### config.mk
export PLATFORM = sky130hd
export DESIGN_NAME = velocity_pi_controller_core
export DESIGN_NICKNAME = d
export VERILOG_FILES = /design/src/hw/rtl/vpc_pkg.sv /design/src/hw/rtl/vpc_cfg.sv /design/src/hw/rtl/vpc_ctrl.sv /design/src/hw/rtl/vpc_datapath.sv /design/src/hw/rtl/velocity_pi_controller_core.sv
export SDC_FILE = /design/constraint.sdc
export NUM_CORES = 2
export LEC_CHECK = 0
export BUFFER_PORTS_ARGS = -buffer_cell sky130_fd_sc_hd__buf_4
export CAP_MARGIN = 40
export CORE_AREA = 2 2 324 326
export CTS_CLUSTER_DIAMETER = 200
export DETAILED_ROUTE_END_ITERATION = 16
export DIE_AREA = 0 0 326 328
export GPL_TIMING_DRIVEN = 0
export PLACE_DENSITY = 0.74
export SETUP_SLACK_MARGIN = 0.05
export SYNTH_ARGS = -nofsm -noshare
export SYNTH_HDL_FRONTEND = slang
export SYNTH_SLANG_ARGS = --single-unit
export TNS_END_PERCENT = 20
### constraint.sdc
create_clock -name clk -period 20 [get_ports clk]
set_clock_uncertainty 0.2 [all_clocks]
set_input_delay 4 -clock clk [delete_from_list [all_inputs] [get_ports clk]]
set_output_delay 4 -clock clk [all_outputs]
set_load 0.02 [all_outputs]
### src/hw/rtl/vpc_pkg.sv
// shared types and constants for the velocity pi controller
// no dependencies; used by vpc_cfg, vpc_ctrl, vpc_datapath and the top level
package vpc_pkg;

  localparam int unsigned VEL_W  = 48;  // velocity and error width
  localparam int unsigned GAIN_W = 24;  // multiplier operand width
  localparam int unsigned MAG_W  = 34;  // saturated gain product magnitude
  localparam int unsigned IDX_W  = 3;
  localparam int unsigned DATA_W = 32;

  // any product magnitude at or above this lands outside both clamps
  localparam logic [MAG_W-1:0] SAT_MAG = MAG_W'(64'h2_0000_0000);

  // register indexes
  localparam logic [IDX_W-1:0] REG_ACCEL_OFFSET    = 3'd0;
  localparam logic [IDX_W-1:0] REG_BASE_SPEED      = 3'd1;
  localparam logic [IDX_W-1:0] REG_VEL_REFERENCE   = 3'd2;
  localparam logic [IDX_W-1:0] REG_KP_GAIN         = 3'd3;
  localparam logic [IDX_W-1:0] REG_KI_GAIN         = 3'd4;
  localparam logic [IDX_W-1:0] REG_INTEGRAL_LIMIT  = 3'd5;
  localparam logic [IDX_W-1:0] REG_OUTPUT_LIMIT    = 3'd6;

  // reset values
  localparam logic [8:0]         RST_ACCEL_OFFSET   = 9'd0;
  localparam logic [7:0]         RST_BASE_SPEED     = 8'd60;
  localparam logic signed [31:0] RST_VEL_REFERENCE  = 32'sd0;
  localparam logic [23:0]        RST_KP_GAIN        = 24'd6553600;
  localparam logic [15:0]        RST_KI_GAIN        = 16'd6554;
  localparam logic [30:0]        RST_INTEGRAL_LIMIT = 31'd33554432;
  localparam logic [30:0]        RST_OUTPUT_LIMIT   = 31'd503316480;

  typedef struct packed {
    logic [8:0]         accel_offset;
    logic [7:0]         base_speed;
    logic signed [31:0] velocity_reference;
    logic [23:0]        kp_gain;
    logic [15:0]        ki_gain;
    logic [30:0]        integral_limit;
    logic [30:0]        output_limit;
  } cfg_t;

  typedef struct packed {
    logic vel_load;
    logic err_load;
    logic mag_load;
    logic mul_hi;
    logic mul_kp;
    logic prod_load;
    logic acc_load;
    logic imag_load;
    logic int_load;
    logic pmag_load;
    logic corr_load;
    logic out_load;
  } cmd_t;

endpackage

### src/hw/rtl/vpc_cfg.sv
// configuration register bank, written through the cfg beat channel
// depends on vpc_pkg for the register indexes, reset values and cfg_t
module vpc_cfg (
  input  logic                        clk,
  input  logic                        rst,
  input  logic                        cfg_valid,
  output logic                        cfg_ready,
  input  logic [vpc_pkg::IDX_W-1:0]   cfg_index,
  input  logic [vpc_pkg::DATA_W-1:0]  cfg_data,
  output vpc_pkg::cfg_t               cfg
);

  assign cfg_ready = 1'b1;

  always_ff @(posedge clk) begin
    if (rst) begin
      cfg.accel_offset       <= vpc_pkg::RST_ACCEL_OFFSET;
      cfg.base_speed         <= vpc_pkg::RST_BASE_SPEED;
      cfg.velocity_reference <= vpc_pkg::RST_VEL_REFERENCE;
      cfg.kp_gain            <= vpc_pkg::RST_KP_GAIN;
      cfg.ki_gain            <= vpc_pkg::RST_KI_GAIN;
      cfg.integral_limit     <= vpc_pkg::RST_INTEGRAL_LIMIT;
      cfg.output_limit       <= vpc_pkg::RST_OUTPUT_LIMIT;
    end else if (cfg_valid && cfg_ready) begin
      case (cfg_index)
        vpc_pkg::REG_ACCEL_OFFSET:   cfg.accel_offset       <= cfg_data[8:0];
        vpc_pkg::REG_BASE_SPEED:     cfg.base_speed         <= cfg_data[7:0];
        vpc_pkg::REG_VEL_REFERENCE:  cfg.velocity_reference <= $signed(cfg_data[31:0]);
        vpc_pkg::REG_KP_GAIN:        cfg.kp_gain            <= cfg_data[23:0];
        vpc_pkg::REG_KI_GAIN:        cfg.ki_gain            <= cfg_data[15:0];
        vpc_pkg::REG_INTEGRAL_LIMIT: cfg.integral_limit     <= cfg_data[30:0];
        vpc_pkg::REG_OUTPUT_LIMIT:   cfg.output_limit       <= cfg_data[30:0];
        default: ;
      endcase
    end
  end

endmodule

### src/hw/rtl/vpc_ctrl.sv
// sequencer for one controller step: drives the datapath load and select strobes
// depends on vpc_pkg for cmd_t
module vpc_ctrl (
  input  logic          clk,
  input  logic          rst,
  input  logic          in_valid,
  output logic          in_ready,
  output logic          out_valid,
  input  logic          out_ready,
  output vpc_pkg::cmd_t cmd
);

  typedef enum logic [3:0] {
    ST_IDLE, ST_ERR, ST_MAG, ST_M0, ST_M1, ST_M2, ST_M3, ST_M4, ST_COR, ST_FIN
  } state_t;

  state_t state;

  always_comb begin
    cmd = '0;
    case (state)
      ST_IDLE: cmd.vel_load = in_valid && in_ready;
      ST_ERR:  cmd.err_load = 1'b1;
      ST_MAG:  cmd.mag_load = 1'b1;
      ST_M0: begin
        cmd.prod_load = 1'b1;
      end
      ST_M1: begin
        cmd.acc_load  = 1'b1;
        cmd.prod_load = 1'b1;
        cmd.mul_hi    = 1'b1;
      end
      ST_M2: begin
        cmd.imag_load = 1'b1;
        cmd.prod_load = 1'b1;
        cmd.mul_kp    = 1'b1;
      end
      ST_M3: begin
        cmd.acc_load  = 1'b1;
        cmd.prod_load = 1'b1;
        cmd.mul_hi    = 1'b1;
        cmd.mul_kp    = 1'b1;
        cmd.int_load  = 1'b1;
      end
      ST_M4:   cmd.pmag_load = 1'b1;
      ST_COR:  cmd.corr_load = 1'b1;
      ST_FIN:  cmd.out_load  = !out_valid || out_ready;
      default: ;
    endcase
  end

  always_ff @(posedge clk) begin
    if (rst) begin
      state     <= ST_IDLE;
      in_ready  <= 1'b1;
      out_valid <= 1'b0;
    end else begin
      if (out_valid && out_ready && !cmd.out_load) out_valid <= 1'b0;
      case (state)
        ST_IDLE: begin
          if (in_valid && in_ready) begin
            state    <= ST_ERR;
            in_ready <= 1'b0;
          end
        end
        ST_ERR: state <= ST_MAG;
        ST_MAG: state <= ST_M0;
        ST_M0:  state <= ST_M1;
        ST_M1:  state <= ST_M2;
        ST_M2:  state <= ST_M3;
        ST_M3:  state <= ST_M4;
        ST_M4:  state <= ST_COR;
        ST_COR: state <= ST_FIN;
        ST_FIN: begin
          // hold the finished step until the output register frees up
          if (!out_valid || out_ready) begin
            out_valid <= 1'b1;
            in_ready  <= 1'b1;
            state     <= ST_IDLE;
          end
        end
        default: begin
          state    <= ST_IDLE;
          in_ready <= 1'b1;
        end
      endcase
    end
  end

endmodule

### src/hw/rtl/vpc_datapath.sv
// velocity integrator, shared 24x24 gain multiplier, clamps and output register
// depends on vpc_pkg for cfg_t, cmd_t and the datapath widths
module vpc_datapath #(
  parameter int unsigned FRAC_BITS  = 24,
  parameter int unsigned ACCEL_BITS = 9
) (
  input  logic                  clk,
  input  logic                  rst,
  input  vpc_pkg::cfg_t         cfg,
  input  vpc_pkg::cmd_t         cmd,
  input  logic [ACCEL_BITS-1:0] accel_sample,
  input  logic                  clear_velocity,
  output logic [7:0]            left_speed,
  output logic [7:0]            right_speed,
  output logic signed [31:0]    correction,
  output logic [15:0]           led_word
);

  localparam int unsigned VW = vpc_pkg::VEL_W;
  localparam int unsigned GW = vpc_pkg::GAIN_W;
  localparam int unsigned MW = vpc_pkg::MAG_W;
  // time step 0.0001 rounded to nearest
  localparam longint unsigned VEL_STEP = ((64'd1 << FRAC_BITS) + 64'd5000) / 64'd10000;
  localparam int unsigned STEP_W = $clog2(VEL_STEP + 1);
  localparam int unsigned VP_W   = ACCEL_BITS + STEP_W + 2;
  // motor sum width: covers base << FRAC_BITS and the full correction range
  localparam int unsigned BW = ((FRAC_BITS + 8 > 32) ? FRAC_BITS + 8 : 32) + 2;
  localparam int unsigned SW = MW + 2;  // clamp input width

  localparam logic signed [VW-1:0] S48_MAX = {1'b0, {(VW-1){1'b1}}};
  localparam logic signed [VW-1:0] S48_MIN = {1'b1, {(VW-1){1'b0}}};

  logic signed [VW-1:0] velocity;
  logic signed [VW-1:0] err;
  logic                 eneg;
  logic [VW-1:0]        emag;
  logic [2*GW-1:0]      prod;
  logic [2*GW-1:0]      acc;
  logic [MW-1:0]        imag;
  logic [MW-1:0]        pmag;
  logic signed [31:0]   integral;
  logic signed [31:0]   corr;

  function automatic logic signed [VW-1:0] sat48(input logic signed [VW:0] x);
    if (x[VW] != x[VW-1]) return x[VW] ? S48_MIN : S48_MAX;
    return x[VW-1:0];
  endfunction

  function automatic logic signed [31:0] clamp_sym(input logic signed [SW-1:0] x,
                                                   input logic [30:0] lim);
    logic signed [SW-1:0] limx;
    limx = $signed(SW'(lim));
    if (x > limx) return 32'(limx);
    if (x < -limx) return 32'(-limx);
    return x[31:0];
  endfunction

  function automatic logic [7:0] motor(input logic signed [BW-1:0] x);
    if (x[BW-1]) return 8'd0;
    if (|x[BW-2:FRAC_BITS+8]) return 8'hff;
    return x[FRAC_BITS+7:FRAC_BITS];
  endfunction

  // velocity update, done on the accepting edge
  logic signed [ACCEL_BITS:0]   accel_diff;
  logic signed [VP_W-1:0]       vel_prod;
  logic signed [VW-1:0]         vel_base;
  logic signed [VW:0]           vel_sum;

  assign accel_diff = $signed({1'b0, accel_sample}) -
                      $signed({1'b0, ACCEL_BITS'(cfg.accel_offset)});
  assign vel_prod   = accel_diff * $signed({1'b0, STEP_W'(VEL_STEP)});
  assign vel_base   = clear_velocity ? '0 : velocity;
  assign vel_sum    = (VW+1)'(vel_base) + (VW+1)'(vel_prod);

  logic signed [VW:0] err_diff;
  assign err_diff = (VW+1)'(cfg.velocity_reference) - (VW+1)'(velocity);

  // shared multiplier: one 24-bit half of |err| times one gain
  logic [GW-1:0]   mul_a;
  logic [GW-1:0]   mul_b;
  logic [3*GW-1:0] full;
  logic [MW-1:0]   mag_sat;

  assign mul_a = cmd.mul_hi ? emag[2*GW-1:GW] : emag[GW-1:0];
  assign mul_b = cmd.mul_kp ? cfg.kp_gain : GW'(cfg.ki_gain);
  assign full  = {{GW{1'b0}}, acc} + {prod, {GW{1'b0}}};
  // product >> 16, saturated where it already exceeds either clamp
  assign mag_sat = (|full[3*GW-1:49]) ? vpc_pkg::SAT_MAG : {1'b0, full[48:16]};

  logic signed [SW-1:0] iterm;
  logic signed [SW-1:0] pterm;
  logic signed [SW-1:0] isum;
  logic signed [SW-1:0] csum;

  assign iterm = eneg ? -$signed({2'b00, imag}) : $signed({2'b00, imag});
  assign pterm = eneg ? -$signed({2'b00, pmag}) : $signed({2'b00, pmag});
  assign isum  = SW'(integral) + iterm;
  assign csum  = SW'(integral) + pterm;

  // result formatting
  logic signed [BW-1:0] bfix;
  logic signed [BW-1:0] lsum;
  logic signed [BW-1:0] rsum;
  logic [31:0]          cmag;
  logic [15:0]          lmag;

  assign bfix = $signed(BW'(cfg.base_speed) << FRAC_BITS);
  assign lsum = bfix + BW'(corr);
  assign rsum = bfix - BW'(corr);
  assign cmag = corr[31] ? 32'(-corr) : 32'(corr);
  assign lmag = 16'(cmag >> FRAC_BITS);

  always_ff @(posedge clk) begin
    if (rst) begin
      velocity <= '0;
      integral <= '0;
    end else begin
      if (cmd.vel_load) velocity <= sat48(vel_sum);
      if (cmd.int_load) integral <= clamp_sym(isum, cfg.integral_limit);
    end
  end

  always_ff @(posedge clk) begin
    if (cmd.err_load) begin
      err  <= sat48(err_diff);
    end
    if (cmd.mag_load) begin
      eneg <= err[VW-1];
      emag <= err[VW-1] ? VW'(-err) : VW'(err);
    end
    if (cmd.prod_load) prod <= mul_a * mul_b;
    if (cmd.acc_load)  acc  <= prod;
    if (cmd.imag_load) imag <= mag_sat;
    if (cmd.pmag_load) pmag <= mag_sat;
    if (cmd.corr_load) corr <= clamp_sym(csum, cfg.output_limit);
    if (cmd.out_load) begin
      left_speed  <= motor(lsum);
      right_speed <= motor(rsum);
      correction  <= corr;
      led_word    <= corr[31] ? {1'b1, lmag[14:0]} : lmag;
    end
  end

endmodule

### src/hw/rtl/velocity_pi_controller_core.sv
// top level of the velocity pi controller: config bank, sequencer and datapath
// depends on vpc_pkg, vpc_cfg, vpc_ctrl and vpc_datapath
//
//   channel | handshake            | payload
//   --------+----------------------+-------------------------------------------------
//   cfg     | cfg_valid/cfg_ready  | cfg_index, cfg_data
//   in      | in_valid/in_ready    | accel_sample, clear_velocity
//   out     | out_valid/out_ready  | left_speed, right_speed, correction, led_word
//
// a sample passes from its accepting beat through the sequencer states err, mag, m0-m4, cor
// and fin to out_valid; no new sample is taken before then, as the sequencer walks one item
// through the single shared 24x24 gain multiplier (four partial products) and the two clamps.
// synchronous reset clears velocity, integral and the registers to their defaults.
// a result held by out_ready low stalls the next item only at its final step;
// cfg_ready is always high.
module velocity_pi_controller_core #(
  parameter int unsigned FRAC_BITS  = 24,
  parameter int unsigned ACCEL_BITS = 9
) (
  input  logic                        clk,
  input  logic                        rst,
  input  logic                        cfg_valid,
  output logic                        cfg_ready,
  input  logic [vpc_pkg::IDX_W-1:0]   cfg_index,
  input  logic [vpc_pkg::DATA_W-1:0]  cfg_data,
  input  logic                        in_valid,
  output logic                        in_ready,
  input  logic [ACCEL_BITS-1:0]       accel_sample,
  input  logic                        clear_velocity,
  output logic                        out_valid,
  input  logic                        out_ready,
  output logic [7:0]                  left_speed,
  output logic [7:0]                  right_speed,
  output logic signed [31:0]          correction,
  output logic [15:0]                 led_word
);

  vpc_pkg::cfg_t cfg;
  vpc_pkg::cmd_t cmd;

  vpc_cfg u_cfg (
    .clk       (clk),
    .rst       (rst),
    .cfg_valid (cfg_valid),
    .cfg_ready (cfg_ready),
    .cfg_index (cfg_index),
    .cfg_data  (cfg_data),
    .cfg       (cfg)
  );

  vpc_ctrl u_ctrl (
    .clk       (clk),
    .rst       (rst),
    .in_valid  (in_valid),
    .in_ready  (in_ready),
    .out_valid (out_valid),
    .out_ready (out_ready),
    .cmd       (cmd)
  );

  vpc_datapath #(
    .FRAC_BITS  (FRAC_BITS),
    .ACCEL_BITS (ACCEL_BITS)
  ) u_datapath (
    .clk            (clk),
    .rst            (rst),
    .cfg            (cfg),
    .cmd            (cmd),
    .accel_sample   (accel_sample),
    .clear_velocity (clear_velocity),
    .left_speed     (left_speed),
    .right_speed    (right_speed),
    .correction     (correction),
    .led_word       (led_word)
  );

`ifndef SYNTHESIS
  a_busy_after_accept: assert property (@(posedge clk) disable iff (rst)
    in_valid && in_ready |=> !in_ready)
    else $error("input taken while a step is in progress");

  a_corr_symmetric: assert property (@(posedge clk) disable iff (rst)
    out_valid |-> correction != 32'h8000_0000)
    else $error("correction outside the symmetric clamp");

  a_led_sign: assert property (@(posedge clk) disable iff (rst)
    out_valid |-> led_word[15] == correction[31])
    else $error("led sign bit disagrees with correction");

  a_speed_order: assert property (@(posedge clk) disable iff (rst)
    out_valid && !correction[31] |-> left_speed >= right_speed)
    else $error("left speed below right speed for a positive correction");
`endif

endmodule

==> summary.txt <==
Synth
  – Top_reg_cell synth: edfxtp_1
  – Avg Inst Size Synth: between 8 and 9 µm²
  – Post-synthesis instance total: between 6k and 7k
  – Yosys reg bits: 570
  – Synth area leaders: fa_1, edfxtp_1, ha_1
  – Commonest cells in the netlist: nand2_1, inv_1, ha_1
  – XOR/XNOR share of the synthesized area: 6.09%
  – Post-synth EDFFs: 333
  – Adder-Cell Fraction of Synth Area: 29.9%
  – Yosys top cell area share: 17.2%
  – Multiplexer share of the synthesized area: roughly 1.2%
  – Post-synthesis sequential area ratio: 24.8%
  – Synth cell types: 81
  – Simple-gate area share of the yosys netlist: 16.1%
  – Synth Area in Compound Gates: 15.3%
  – Yosys warns: 0
  – Mapped Area: 0.0595 mm²
  – Cell accounting for the most synthesized area: fa_1
  – Largest family of logic cells by synthesized area: adder cells
  – Post-synth ARST share: 0%
  – Most common cell in the netlist: nand2_1

Worst setup path
  – WP data arrival: 16.05 ns
  – Worst R2R End: u_datapath.prod[47]
  – CP Capture Type: flip-flop
  – Startpoint types: primary input
  – Crit-path max cell delay: 0.58 ns
  – Req. time, crit path: 20.35 ns
  – Worst-path fanout max: 10
  – R2R Setup Slk: 7.31 ns
  – Register-to-Register Path Depth: 34
  – Slowest stage cell, crit path: o21ai_0
  – Crit Path Class: primary input to flip-flop
  – Top cell by count, worst path: ha_1
  – RR Startpoint: u_ctrl.state[0]

Detailed routing
  – Avg WL per Cell: between 20 and 25 µm
  – DRT Pass-1 Iters: 6
  – Vias per Instance: 6.06
  – Post-route DRC: 0
  – Vias after detailed routing: 51.3k
  – Final WL: 188 mm
  – DRT antenna net count: 0
  – Iteration-0 DRC Markers: between 5k and 6k

Status
  – Status: finished, final reports clean

Global route
  – Initial antenna violation count: 10
  – GR Util met1: 44.7%
  – Top Usage Layer GRT: met2
  – GRT overflow: 0
  – First-pass GRT wire length: about 290 mm
  – Met3 usage: 6.65%
  – Largest net degree at the start of global routing: 35
  – Gr usage total: 35.0%
  – Vias in the first global route: roughly 50k
  – Grt met2 use: 56.7%

Timing
  – Tmin final: 15.70 ns
  – Final slew viol count: 0
  – Worst slew pin tran: 0.964 ns
  – Final period util: 78.5%
  – Max-slew headroom: 33.9%
  – TNS Setup: 0 ns
  – Fmax: 63.7 MHz
  – Final hold violation count: 0
  – Setup violators final: 0
  – RSZ-0062 raised after global routing: false

Floorplan
  – DIE WIDTH: 326 µm
  – Core Rows: 118
  – IO Count: 117
  – Core Area: a little over 0.1 mm²
  – Initial Utilization: between 50% and 60%
  – DIE AREA: between 0.1 and 0.15 mm²
  – Die Y: 328 µm

Clocking
  – TritonCTS clock tree: yes
  – Resize count post-CTS: 0
  – Clk_lat worst skew: 0.65 ns
  – Clock Sinks: 570
  – Htree depth: 3
  – Setup Buffers After CTS: 0
  – Clk buf depth: 3
  – Clock slew at reported path FFs: around 0.060 ns
  – Hold buffer count at CTS: 0
  – CTS Buf Count: 66
  – Root buffer selected by CTS: clkbuf_16

Finish
  – Multi-input logic area: 0.0409 mm²
  – Reg area: 0.0147 mm²
  – Fillers: between 8k and 9k
  – Layout cells sized above 1: between 5 and 6%
  – Area delta synth->final: 8.88%
  – Design Area, Final: 0.0648 mm²
  – Total Nets Final: ~8.2k

Flow run
  – Max Cap Viol: 0

Placement
  – Placer Congestion: 1.02
  – Area of placed instances: 0.0626 mm²
  – Hpwl dp: 153 mm
  – Port buffer count: between 100 and 150

Worst hold path
  – Hold Crit Depth: 0
  – Worst hold path type: flip-flop to flip-flop
  – Hold EP: u_datapath.correction[23]
  – Min-delay src: u_datapath.corr[23]
per-layer routing:
metal | wire, µm | vias to the layer above
met5 | 58 | -
met4 | 11300 | 8
met3 | 16600 | 561
met2 | 85800 | 2295
met1 | 74000 | 24800
li1 | - | 23600
cell type report:
class                      instances  share of cell area, %
multi-input combinational       5172                   63.1
sequential                       570                   22.7
inverter                         762                   4.41
clock buffer                      81                   2.74
tap                             1380                   2.66
timing repair buffer             161                   1.97
buffer                           282                   1.71
clock inverter                    38                  0.623
antenna                            7                 0.0270
metrics by stage:
stage | hold slack (ns) | worst slack (ns) | utilization (%) | instances
after floorplan | 0.224 | 2.47 | - | 6786
after global placement | 0.230 | -1.41 | 60.2 | 8271
after detailed placement | 0.234 | 3.91 | 60.7 | 8325
after CTS | 0.248 | 4.52 | 62.8 | 8444
after global routing | 0.264 | 3.60 | 62.8 | 8451
final | 0.247 | 4.30 | 62.8 | 8453
cells by family (layout without fill, tap and decap cells):
family / after synthesis / count (layout)
and+or+nand+nor: 2139 / 2139
AOI/OAI and AO/OA: 1423 / 1423
muxes: 69 / 69
DFF: 570 / 570
xor gates and xnor gates: 414 / 414
buffers and inverters: 1044 / 1324
other: 2 / 15
adders and majority gates: 1119 / 1119
worst max path at each step:
stage | startpoint | endpoint | slack [ns]
finish | accel_sample[1] | u_datapath.velocity[5] | 4.30
global route | accel_sample[0] | u_datapath.velocity[5] | 3.60
CTS | accel_sample[1] | u_datapath.velocity[5] | 4.52
detailed placement | accel_sample[0] | u_datapath.velocity[5] | 3.91
global placement | accel_sample[1] | u_datapath.velocity[5] | -1.41
floorplan | accel_sample[0] | u_datapath.velocity[5] | 2.47
sequential cells by signal (all words and copies together) (netlist names), 4 cells and up:
register                count
u_datapath.right_speed      8
u_datapath.left_speed       8
u_ctrl.state                4
u_datapath.prod            48
u_datapath.imag            34
u_datapath.integral        32
u_datapath.err             48
u_cfg.cfg                 151
u_datapath.correction      31
u_datapath.pmag            34
u_datapath.acc             32
u_datapath.corr            32
u_datapath.led_word         9
u_datapath.velocity        48
u_datapath.emag            48
layout by cell type (no fill, tap or decap), drive strengths merged, types with 157 or more instances in the layout:
cell type,synthesis,final
fa,513,513
ha,596,596
nand2,1049,1049
dfxtp,237,237
a21oi,509,509
buf,28,189
xnor2,330,330
o21ai,230,230
inv,762,769
nor2,470,470
clkbuf,254,335
a21o,157,157
edfxtp,333,333
critical path, delay by kind of cell:
kind | cells | cell delay, ns
AO/OA/AOI/OAI | 23 | 5.72
XOR/XNOR | 2 | 0.67
adder cells (fa/ha/maj) | 9 | 3.37
buffers and inverters | 8 | 1.93
AND/OR/NAND/NOR | 4 | 0.36
Power is left out: the tool's default activity adds up to more than one toggle a clock period on the data nets, which glitch-free logic cannot reach.
